## src/sv/jlpd_pkg.sv

```systemverilog
// ---------------------------------------------------------------------------
// jlpd_pkg: shared types and constants of the joystick LED PWM dimmer
// Register map, reset values, LED count and the structs passed between units.
// ---------------------------------------------------------------------------
package jlpd_pkg;

  // Number of LED channels in use (2 or 3); three slots always exist on the
  // ports, and a slot beyond the count stays dark.
  localparam int unsigned NumLeds  = 3;
  localparam int unsigned LedSlots = 3;

  localparam int unsigned DutyW  = 8;
  localparam int unsigned PhaseW = 8;
  localparam int unsigned SelW   = 2;

  localparam logic [SelW-1:0] LastLed = SelW'(NumLeds - 1);

  // Register reset values
  localparam logic [7:0] PeriodRst  = 8'd50;
  localparam logic [7:0] StepRst    = 8'd10;
  localparam logic [7:0] MaxDutyRst = 8'd40;

  // Configuration register indexes (byte address = 4 * index)
  typedef enum logic [1:0] {
    RegPwmPeriod = 2'd0,
    RegLevelStep = 2'd1,
    RegMaxDuty   = 2'd2,
    RegUnused    = 2'd3
  } reg_idx_e;

  localparam int unsigned AddrW = 4;

  typedef struct packed {
    logic btn_right;
    logic btn_left;
    logic btn_down;
    logic btn_up;
  } joy_t;

  typedef struct packed {
    logic [7:0] pwm_period;
    logic [7:0] level_step;
    logic [7:0] max_duty;
  } cfg_t;

  typedef logic [LedSlots-1:0][DutyW-1:0] duty_arr_t;

endpackage

```

## src/sv/jlpd_ctrl.sv

```systemverilog
// ---------------------------------------------------------------------------
// jlpd_ctrl: joystick control of LED duty and selection
// Holds the duty of each LED, the selected LED and the arm flag.
// ---------------------------------------------------------------------------
module jlpd_ctrl
  import jlpd_pkg::*;
(
  input  logic              clk_i,
  input  logic              rst_ni,
  input  logic              step_i,
  input  joy_t              joy_i,
  input  cfg_t              cfg_i,
  output duty_arr_t         duty_o,   // duty after this tick
  output logic [SelW-1:0]   sel_o,    // selection after this tick
  output logic [DutyW-1:0]  sel_duty_o
);

  duty_arr_t         duty_q, duty_d;
  logic [SelW-1:0]   sel_q, sel_d;
  logic              armed_q, armed_d;
  logic [DutyW-1:0]  cur_duty;
  logic [DutyW:0]    sum;
  logic [DutyW-1:0]  diff;
  logic [SelW:0]     sel_inc;
  logic              any_dir;

  assign any_dir  = joy_i.btn_up | joy_i.btn_down | joy_i.btn_left | joy_i.btn_right;
  assign cur_duty = duty_q[sel_q];
  assign sum      = {1'b0, cur_duty} + {1'b0, cfg_i.level_step};
  assign diff     = cur_duty - cfg_i.level_step;
  assign sel_inc  = {1'b0, sel_q} + {{SelW{1'b0}}, 1'b1};

  always_comb begin
    duty_d  = duty_q;
    sel_d   = sel_q;
    armed_d = armed_q;
    if (armed_q && any_dir) begin
      armed_d = 1'b0;
      if (joy_i.btn_up) begin
        // raise, saturate at the ceiling
        if (cur_duty < cfg_i.max_duty) begin
          duty_d[sel_q] = (sum > {1'b0, cfg_i.max_duty}) ? cfg_i.max_duty : sum[DutyW-1:0];
        end
      end else if (joy_i.btn_down) begin
        // lower, never below one step
        if (cur_duty > cfg_i.level_step) begin
          duty_d[sel_q] = (diff < cfg_i.level_step) ? cfg_i.level_step : diff;
        end
      end else if (joy_i.btn_left) begin
        sel_d = (sel_q == '0) ? LastLed : sel_q - SelW'(1);
      end else begin
        sel_d = (sel_inc >= (SelW+1)'(NumLeds)) ? '0 : sel_inc[SelW-1:0];
      end
    end else if (!any_dir) begin
      armed_d = 1'b1;
    end
  end

  always_ff @(posedge clk_i or negedge rst_ni) begin
    if (!rst_ni) begin
      duty_q  <= {LedSlots{StepRst}};
      sel_q   <= '0;
      armed_q <= 1'b1;
    end else if (step_i) begin
      duty_q  <= duty_d;
      sel_q   <= sel_d;
      armed_q <= armed_d;
    end
  end

  assign duty_o     = duty_d;
  assign sel_o      = sel_d;
  assign sel_duty_o = duty_d[sel_d];

endmodule

```

## src/sv/jlpd_pwm.sv

```systemverilog
// ---------------------------------------------------------------------------
// jlpd_pwm: phase counter and LED switching
// Switches each LED on at phase zero and off where the phase meets its duty.
// ---------------------------------------------------------------------------
module jlpd_pwm
  import jlpd_pkg::*;
(
  input  logic                 clk_i,
  input  logic                 rst_ni,
  input  logic                 step_i,
  input  logic [7:0]           period_i,
  input  duty_arr_t            duty_i,
  output logic [LedSlots-1:0]  led_o    // levels after this tick
);

  logic [PhaseW-1:0]   phase_q, phase_d;
  logic [PhaseW:0]     phase_inc;
  logic [LedSlots-1:0] led_q, led_d;

  assign phase_inc = {1'b0, phase_q} + {{PhaseW{1'b0}}, 1'b1};
  assign phase_d   = (phase_inc >= {1'b0, period_i}) ? '0 : phase_inc[PhaseW-1:0];

  always_comb begin
    for (int i = 0; i < LedSlots; i++) begin
      if (i < NumLeds) begin
        led_d[i] = led_q[i];
        if (phase_q == '0) begin
          led_d[i] = 1'b1;
        end
        // switch-off wins over switch-on
        if (duty_i[i] == phase_q) begin
          led_d[i] = 1'b0;
        end
      end else begin
        led_d[i] = 1'b0;
      end
    end
  end

  always_ff @(posedge clk_i or negedge rst_ni) begin
    if (!rst_ni) begin
      phase_q <= '0;
      led_q   <= '0;
    end else if (step_i) begin
      phase_q <= phase_d;
      led_q   <= led_d;
    end
  end

  assign led_o = led_d;

endmodule

```

## src/sv/joystick_led_pwm_dimmer_unit.sv

```systemverilog
// ---------------------------------------------------------------------------
// joystick_led_pwm_dimmer_unit: three-channel PWM LED dimmer with joystick
// Top level: configuration registers, tick processing and result register.
// ---------------------------------------------------------------------------
// Usage
//   Each transfer on the s_axis side is one PWM tick carrying the four
//   joystick directions. Each tick yields exactly one result transfer on the
//   m_axis side: the three LED levels after the tick, the selected LED and
//   its duty.
//   Latency: the result is valid in the cycle after the tick transfer.
//   Throughput: one tick per cycle while m_axis_tready is high; all the work
//   of a tick is one pass of shallow logic into the state and result registers.
//   Backpressure: the result register is a single stage; s_axis_tready is
//   high while that stage is empty or being drained this cycle, so a stalled
//   receiver holds off at most one further tick.
//   Configuration: APB writes at byte addresses 0 (pwm_period), 4
//   (level_step) and 8 (max_duty); issue them only while idle.
//   Reset: phase and selection go to zero, every duty to 10, the block is
//   armed, all LEDs dark, registers to 50/10/40 and the result stage empty.
// ---------------------------------------------------------------------------
module joystick_led_pwm_dimmer_unit
  import jlpd_pkg::*;
(
  input  logic             clk_i,
  input  logic             rst_ni,
  // tick input
  input  logic             s_axis_tvalid,
  output logic             s_axis_tready,
  input  logic [7:0]       s_axis_tdata,   // [0] up [1] down [2] left [3] right
  // result output
  output logic             m_axis_tvalid,
  input  logic             m_axis_tready,
  output logic [15:0]      m_axis_tdata,   // [0] led_zero [1] led_one [2] led_two
                                           // [4:3] selected_led [12:5] selected_duty
  // configuration
  input  logic             psel,
  input  logic             penable,
  input  logic             pwrite,
  input  logic [AddrW-1:0] paddr,
  input  logic [31:0]      pwdata,
  output logic [31:0]      prdata,
  output logic             pready
);

  cfg_t                cfg_q, cfg_d;
  reg_idx_e            reg_idx;
  logic                cfg_wr;
  logic                step;
  joy_t                joy;
  duty_arr_t           duty_next;
  logic [SelW-1:0]     sel_next;
  logic [DutyW-1:0]    sel_duty;
  logic [LedSlots-1:0] led_next;
  logic                out_valid_q, out_valid_d;
  logic [15:0]         out_data_q, out_data_d;

  // ---- configuration port ----
  assign pready  = 1'b1;
  assign reg_idx = reg_idx_e'(paddr[3:2]);
  assign cfg_wr  = psel & penable & pwrite & pready;

  always_comb begin
    cfg_d = cfg_q;
    if (cfg_wr) begin
      case (reg_idx)
        RegPwmPeriod: cfg_d.pwm_period = pwdata[7:0];
        RegLevelStep: cfg_d.level_step = pwdata[7:0];
        RegMaxDuty:   cfg_d.max_duty   = pwdata[7:0];
        default:      cfg_d = cfg_q;
      endcase
    end
  end

  always_comb begin
    case (reg_idx)
      RegPwmPeriod: prdata = {24'd0, cfg_q.pwm_period};
      RegLevelStep: prdata = {24'd0, cfg_q.level_step};
      RegMaxDuty:   prdata = {24'd0, cfg_q.max_duty};
      default:      prdata = 32'd0;
    endcase
  end

  always_ff @(posedge clk_i or negedge rst_ni) begin
    if (!rst_ni) begin
      cfg_q.pwm_period <= PeriodRst;
      cfg_q.level_step <= StepRst;
      cfg_q.max_duty   <= MaxDutyRst;
    end else begin
      cfg_q <= cfg_d;
    end
  end

  // ---- tick intake: accept while the result stage is empty or draining ----
  assign s_axis_tready = ~out_valid_q | m_axis_tready;
  assign step          = s_axis_tvalid & s_axis_tready;

  assign joy.btn_up    = s_axis_tdata[0];
  assign joy.btn_down  = s_axis_tdata[1];
  assign joy.btn_left  = s_axis_tdata[2];
  assign joy.btn_right = s_axis_tdata[3];

  jlpd_ctrl u_ctrl (
    .clk_i      (clk_i),
    .rst_ni     (rst_ni),
    .step_i     (step),
    .joy_i      (joy),
    .cfg_i      (cfg_q),
    .duty_o     (duty_next),
    .sel_o      (sel_next),
    .sel_duty_o (sel_duty)
  );

  jlpd_pwm u_pwm (
    .clk_i    (clk_i),
    .rst_ni   (rst_ni),
    .step_i   (step),
    .period_i (cfg_q.pwm_period),
    .duty_i   (duty_next),
    .led_o    (led_next)
  );

  // ---- result register: load on a tick, drop once transferred ----
  always_comb begin
    out_valid_d = out_valid_q;
    out_data_d  = out_data_q;
    if (step) begin
      out_valid_d = 1'b1;
      out_data_d  = {3'd0, sel_duty, sel_next, led_next[2], led_next[1], led_next[0]};
    end else if (m_axis_tready) begin
      out_valid_d = 1'b0;
    end
  end

  always_ff @(posedge clk_i or negedge rst_ni) begin
    if (!rst_ni) begin
      out_valid_q <= 1'b0;
    end else begin
      out_valid_q <= out_valid_d;
    end
  end

  always_ff @(posedge clk_i) begin
    out_data_q <= out_data_d;
  end

  assign m_axis_tvalid = out_valid_q;
  assign m_axis_tdata  = out_data_q;

`ifndef NO_ASSERTIONS
  // Intake only stalls while a result waits on a stalled receiver
  a_ready_stall: assert property (@(posedge clk_i) disable iff (!rst_ni)
    !s_axis_tready |-> (m_axis_tvalid && !m_axis_tready))
    else $error("tick intake stalled without a pending result");

  // Every accepted tick yields a result in the next cycle
  a_tick_result: assert property (@(posedge clk_i) disable iff (!rst_ni)
    step |=> m_axis_tvalid)
    else $error("accepted tick produced no result");

  // The reported selection always names an existing LED
  a_sel_range: assert property (@(posedge clk_i) disable iff (!rst_ni)
    m_axis_tvalid |-> (m_axis_tdata[4:3] <= LastLed))
    else $error("selected LED out of range");

  // A result is held until it is transferred
  a_result_hold: assert property (@(posedge clk_i) disable iff (!rst_ni)
    (m_axis_tvalid && !m_axis_tready) |=> (m_axis_tvalid && $stable(m_axis_tdata)))
    else $error("pending result lost or changed");
`endif

endmodule

```

## config.mk

```make
export PLATFORM = sky130hd
export DESIGN_NAME = joystick_led_pwm_dimmer_unit
export DESIGN_NICKNAME = d
export VERILOG_FILES = /design/src/sv/jlpd_pkg.sv /design/src/sv/jlpd_ctrl.sv /design/src/sv/jlpd_pwm.sv /design/src/sv/joystick_led_pwm_dimmer_unit.sv
export SDC_FILE = /design/constraint.sdc
export NUM_CORES = 1
export LEC_CHECK = 0
export BUFFER_PORTS_ARGS = -buffer_cell sky130_fd_sc_hd__buf_4
export CELL_PAD_IN_SITES_DETAIL_PLACEMENT = 0
export CELL_PAD_IN_SITES_GLOBAL_PLACEMENT = 1
export CORE_UTILIZATION = 48
export DETAILED_ROUTE_END_ITERATION = 8
export PLACE_DENSITY_LB_ADDON = 0.1
export SLEW_MARGIN = 20
export SYNTH_ARGS = -nofsm -noshare
export SYNTH_HDL_FRONTEND = slang
export SYNTH_SLANG_ARGS = --single-unit
export TNS_END_PERCENT = 30
```

## constraint.sdc

```tcl
create_clock -name clk_i -period 12.8 [get_ports clk_i]
set_input_delay 0.64 -clock clk_i [delete_from_list [all_inputs] [get_ports clk_i]]
set_output_delay 0.64 -clock clk_i [all_outputs]
set_load 0.05 [all_outputs]
```

## Word-level counts from Yosys, hierarchy flattened

Cells that the tools add are included.

- Bits in registers: 76
- Output and inout port bits: 51

- Multiplexer cells: 33
- Order comparisons: 9
- Reductions and logical operators: 10
- Eq/ne operators: 6
- Bitwise gates (word level): 8
- Add/subtract/negate cells: 5

Operators by type and width:

| cell | number |
|---|---|
| $mux W24 | 5 |
| $bwmux W24 | 2 |
| $mux W8 | 6 |
| $bmux W8 S2 | 2 |
| $eq A8 B8 Y1 | 3 |
| $pmux W8 S3 | 1 |
| $demux W8 S2 | 1 |
| $lt A8 B8 Y1 | 2 |
| $mux W2 | 6 |
| $mux W1 | 10 |
| $add A8 B1 Y9 const B | 1 |
| $add A8 B8 Y9 | 1 |
| $ge A9 B8 Y1 | 1 |
| $gt A9 B8 Y1 | 1 |
| $gt A8 B8 Y1 | 1 |
| $logic_not A8 Y1 | 1 |
| $reduce_and A2 Y1 | 4 |
| $sub A8 B8 Y8 | 1 |
| $lt A2 B3 Y1 const B | 2 |
| $logic_not A2 Y1 | 2 |
| $or A1 B1 Y1 | 4 |
| $add A2 B1 Y3 const B | 1 |
| $and A1 B1 Y1 | 3 |
| $ge A3 B2 Y1 const B | 1 |
| other kinds (8) | 9 |

## Longest topological paths before layout

- Depth in word-level cells: 12
- Depth in mapped cells: 23

## Hierarchy

A second synthesis with hierarchy kept.

- Cells, all modules: 694
- Area total of the unflattened synthesis: 6598.8 um^2

By module, submodules not included:

| module | area each (um^2) | times used | cells an instance | seq. area each (um^2) |
|---|---|---|---|---|
| jlpd_ctrl | 3671.0 | 1 | 433 | 684.4 |
| joystick_led_pwm_dimmer_unit | 1799.2 | 1 | 128 | 1024.7 |
| jlpd_pwm | 1128.6 | 1 | 133 | 275.3 |

## Worst setup path before layout

No wires, ideal clock.

- Path type: register -> register
- Start point: register u_ctrl.sel_q[1]
- End point: register out_data_q[2] (netlist: m_axis_tdata[2]), data pin
- Setup slack: 7.533 ns
- Cell stages (with the launch flop): 23
- Required time: 12.526 ns
- Buffers on the path: 2
- Data arrival time: 4.993 ns
- Cell sequence: dfrtp_1 > buf_1 > mux2i_1 > nor2_1 > a21oi_1 > inv_1 > ha_1 > nand2b_1 > a2111oi_1 > nor3_1 > nor3_1 > nor2_1 > ha_1 > nand4_1 > o22ai_1 > a31oi_2 > or3_1 > buf_6 > mux2_4 > o221a_2 > xnor2_1 > nor4_1 > a31oi_1

- Longest elaborated chain between the ends: 12

Ends and longest elaborated chain:

| item | line | source |
|---|---|---|
| from (decl) | jlpd_ctrl.sv:19 | `logic [SelW-1:0] sel_q, sel_d;` |
| from (signal assigned) | jlpd_ctrl.sv:66 | `sel_q <= sel_d;` |
| $bmux W8 S2 | jlpd_ctrl.sv:28 | `assign cur_duty = duty_q[sel_q];` |
| $mux W8 (not written as such) | jlpd_ctrl.sv:28 |  |
| $sub A8 B8 Y8 | jlpd_ctrl.sv:30 | `assign diff = cur_duty - cfg_i.level_step;` |
| $lt A8 B8 Y1 | jlpd_ctrl.sv:47 | `duty_d[sel_q] = (diff < cfg_i.level_step) ? cfg_i.level_step : diff;` |
| $mux W8 | jlpd_ctrl.sv:47 |  |
| $bwmux W24 | jlpd_ctrl.sv:47 |  |
| $mux W24 | jlpd_ctrl.sv:46 | `if (cur_duty > cfg_i.level_step) begin` |
| $mux W24 | jlpd_ctrl.sv:44 | `end else if (joy_i.btn_down) begin` |
| $mux W24 (*) | jlpd_ctrl.sv:39 | `if (joy_i.btn_up) begin` |
| $mux W24 (*) | jlpd_ctrl.sv:37 | `if (armed_q && any_dir) begin` |
| $eq A8 B8 Y1 (*) | jlpd_pwm.sv:31 | `if (duty_i[i] == phase_q) begin` |
| $mux W1 (*) | jlpd_pwm.sv:31 |  |
| net led_next[2] | joystick_led_pwm_dimmer_unit.sv:53 | `logic [LedSlots-1:0] led_next;` |
| to (signal assigned) | joystick_led_pwm_dimmer_unit.sv:143 | `out_data_q <= out_data_d;` |
| to (decl) | joystick_led_pwm_dimmer_unit.sv:55 | `logic [15:0] out_data_q, out_data_d;` |

Mark *: on every way through the listed nets, which the timed path passes. The rest lies on a longest branch. The select of a mux whose other input is x is not followed.
A chain may end at the register's enable or synchronous reset.

## Final worst setup path

- Start point: register u_ctrl.sel_q[0]
- End point: register out_data_q[1] (netlist: m_axis_tdata[1]), data pin

Same word-level chain as after synthesis.

==> out/qor.csv <==
stage;metric;value;unit
layout;number of filler cells placed in the layout;1282;
die;Initial Util;0.4908;
logic_synthesis;Area contributors post-synth;dfrtp_1, ha_1, nand2_1;
worst_setup_path;crit end category;register;
cts;PostCTS Resize Cnt;0;
worst_setup_path;CP Class;register to register;
layout;number of diodes;0;
worst_setup_path;RR Endpoint;m_axis_tdata[1]$_DFFE_PP_;
outcome;status;finished, final reports clean;
logic_synthesis;library cells used by synthesis;83;
power;leak pwr;0.003215;uW
logic_synthesis;area leader, netlist;dfrtp_1;
timing;worst slew pin tran;1.070;ns
timing;Clock Skew;0.01270;ns
logic_synthesis;Mapped Cells;784;
die;Top Ports;102;
worst_setup_path;CP Launch Type;register;
detailed_routing;Post-DRT Antenna Nets;0;
cts;Root Buffer;clkbuf_16;
worst_setup_path;crit-path cells;inv_1, nor2_1, a21oi_1, inv_1, ha_1, nand2b_1, a2111oi_1, nor3_1, nor3_1, nor2_1, ha_1, a211oi_1, a31oi_2, or3_1, o31ai_2, o221ai_1, xnor2_1, a2111oi_2, a21oi_1;
detailed_routing;detailed-route vias per instance;6.162;
cts;hold buffer count at cts;0;
power;switching power;997.2;uW
worst_setup_path;CP arrival;6.94;ns
worst_setup_path;Setup crit end;m_axis_tdata[1]$_DFFE_PP_;
layout;synthesis-to-layout area growth;9.771;%
die;Die ar.;0.01462;mm2
die;Die Ht;120.9;um
timing;endpoints failing setup;0;
timing;highest clock rate;145.5;MHz
power;pwr/cell area;263.0;mW/mm2
cts;Clk pin slew, worst setup/hold paths;0.06;ns
worst_setup_path;r2r setup slk;5.93;ns
detailed_routing;1st-pass router iterations;5;
logic_synthesis;Post-synth EDFFs;13;
timing;RSZ-0062 raised after global routing;false;
worst_setup_path;Worst Setup SP;u_ctrl.sel_q[0]$_DFFE_PN0P_;
worst_setup_path;Stages on worst setup path;19;
power;Cell Int Power;961.9;uW
logic_synthesis;Post-synth top cells;nand2_1, o21ai_0, ha_1;
timing;Tcrit/Tclk final;0.5368;
logic_synthesis;count leader, synth;nand2_1;
detailed_routing;wire length per cell;21.60;um
timing;endpoints failing hold;0;
min_path;worst min path class;primary input to asynchronous set/reset pin;
worst_setup_path;Worst Path Buf+Inv;2;
timing;setup TNS;0;ns
cts;CTS Buf Count;9;
cts;post-CTS setup repair buffer count;0;
cts;maximum clock path buffer count;2;
power;Comb power frac;0.636;
logic_synthesis;post-synth top area share;0.1807;
placement;Placed Instance Area;0.007114;mm2
logic_synthesis;synthesized area per cell;8.656;um2
worst_setup_path;RR Startpoint;u_ctrl.sel_q[0]$_DFFE_PN0P_;
layout;Final Cell Area;0.007450;mm2
power;Peak VDD IR;0.1131;mV
power;Clock power frac;0.150;
worst_setup_path;Crit path max-delay family;compound AO/OA/AOI/OAI gates;
detailed_routing;Routed Wire Length;21490;um
placement;HPWL after detailed placement;16360;um
placement;number of port buffers;43;
job;maxcap violations;0;
logic_synthesis;Yosys reg bits;76;
die;Core Rows;43;
global_route;residual overflow from global routing;0;
detailed_routing;via count;6131;
logic_synthesis;Async SR Flop Fraction;0.8289;
detailed_routing;DR DRC count;0;
logic_synthesis;Synth Warn #;0;
cts;clk sink count;76;
logic_synthesis;area of the mapped netlist;0.006787;mm2
detailed_routing;DR iter-0 viols;614;
placement;GPL Wtd Cong;0.9614;
worst_setup_path;Max stage delay cell, worst path;dfrtp_1;
worst_setup_path;FF-to-FF path depth;19;
cts;Clock Latency Late Sink;0.35;ns
logic_synthesis;Top FF cell, synth;dfrtp_1;
cts;# H-tree levels;3;
logic_synthesis;register area share after synthesis;0.2924;
global_route;number of global-route vias before repair;5977;
timing;Slew headroom;0.2806;
layout;fin nets;917;
timing;Tmin final;6.871;ns
global_route;global-route wire length before repair;33420;um
global_route;GRT Overall Usage;0.3050;
worst_setup_path;Worst path max stage delay;0.68;ns
global_route;largest net degree at the start of global routing;64;
timing;Max Slew Vio Count;0;
global_route;initial antenna violation count;0;
worst_setup_path;Critical Path Fanout Max;14;
power;sequential share of power;0.214;
die;Core Area;0.01383;mm2
layout;share of layout cells above drive strength 1;0.1509;
cts;CTS tree;done;
die;die span in x;120.9;um
worst_setup_path;CP required;12.87;ns
power;switching portion of total power;0.5090;
cell usage in the layout, fill, tap and decap left out, types with 20 or more instances in the layout:
cell type	instances
dfrtp_1	49
xnor2_1	20
inv_1	52
o22ai_1	22
a21oi_1	24
nor2_1	43
o21ai_0	63
buf_4	48
conb_1	28
nand2_1	108
mux2i_1	33
ha_1	54
registers in the layout (all words and copies together), names as in the netlist:
name,count
cfg_q,24
u_ctrl.duty_q,24
m_axis_tdata,13
u_pwm.phase_q,8
u_pwm.led_q,3
u_ctrl.sel_q,2
m_axis_tvalid,1
u_ctrl.armed_q,1
how the worst min path moves through the flow:
stage                                        startpoint                            end  cells after the start
after floorplan                                  rst_ni           cfg_q[0]$_DFFE_PN0P_                      0
after global placement    u_ctrl.duty_q[17]$_DFFE_PN1P_  u_ctrl.duty_q[17]$_DFFE_PN1P_                      2
after detailed placement   u_ctrl.duty_q[1]$_DFFE_PN1P_   u_ctrl.duty_q[1]$_DFFE_PN1P_                      2
after CTS                                        rst_ni    u_ctrl.sel_q[1]$_DFFE_PN0P_                      1
after global routing                             rst_ni    u_ctrl.sel_q[1]$_DFFE_PN0P_                      1
final                                            rst_ni   u_ctrl.duty_q[5]$_DFFE_PN0P_                      1
layout make-up:
class,count,area (um2),share of cell area
inverter,55,206.4,0.02771
clock inverter,5,102.6,0.01377
tap,180,225.2,0.03023
sequential,76,1984,0.2664
multi-input combinational,620,4338,0.5823
clock buffer,11,232.7,0.03124
timing repair buffer,48,360.3,0.04837
through the flow:
stage,utilization,power [uW],hold WS (ns),cells,setup WS [ns]
after detailed placement,0.5145,1638,0.4656,979,6.062
after global routing,0.5388,2073,0.4725,995,5.563
after CTS,0.5388,1939,0.4368,995,6.058
after global placement,0.5145,1612,0.4601,979,6.147
after floorplan,-,1304,0.3444,810,7.533
final,0.5388,1959,0.4084,995,5.929
power groups by stage:
| stage | Clock (uW) | Combinational, uW | Sequential, uW |
|---|---|---|---|
| CTS | 298 | 1230 | 415 |
| detailed placement | 0 | 1220 | 419 |
| global placement | 0 | 1200 | 416 |
| floorplan | 0 | 909 | 395 |
| finish | 294 | 1250 | 419 |
| global route | 306 | 1340 | 426 |
per-layer routing:
layer  track usage  vias to the layer above  part of all wire
met5             0                        -                 0
met4        0.1242                        0             0.036
met3       0.05921                       49             0.072
met2        0.4775                      251              0.45
met1        0.4113                     2952              0.44
li1              -                     2879                 -
cell families after synthesis:
group,count (synthesis),share of synthesized area
AND/OR/NAND/NOR,237,0.1628
AO/OA/AOI/OAI,226,0.2461
buffers and inverters,114,0.08278
flip-flops,76,0.2924
adder cells (fa/ha/maj),56,0.1055
multiplexers,50,0.07965
XOR/XNOR,23,0.02968
other,2,0.001107
Power figures use the tool's default switching activity.
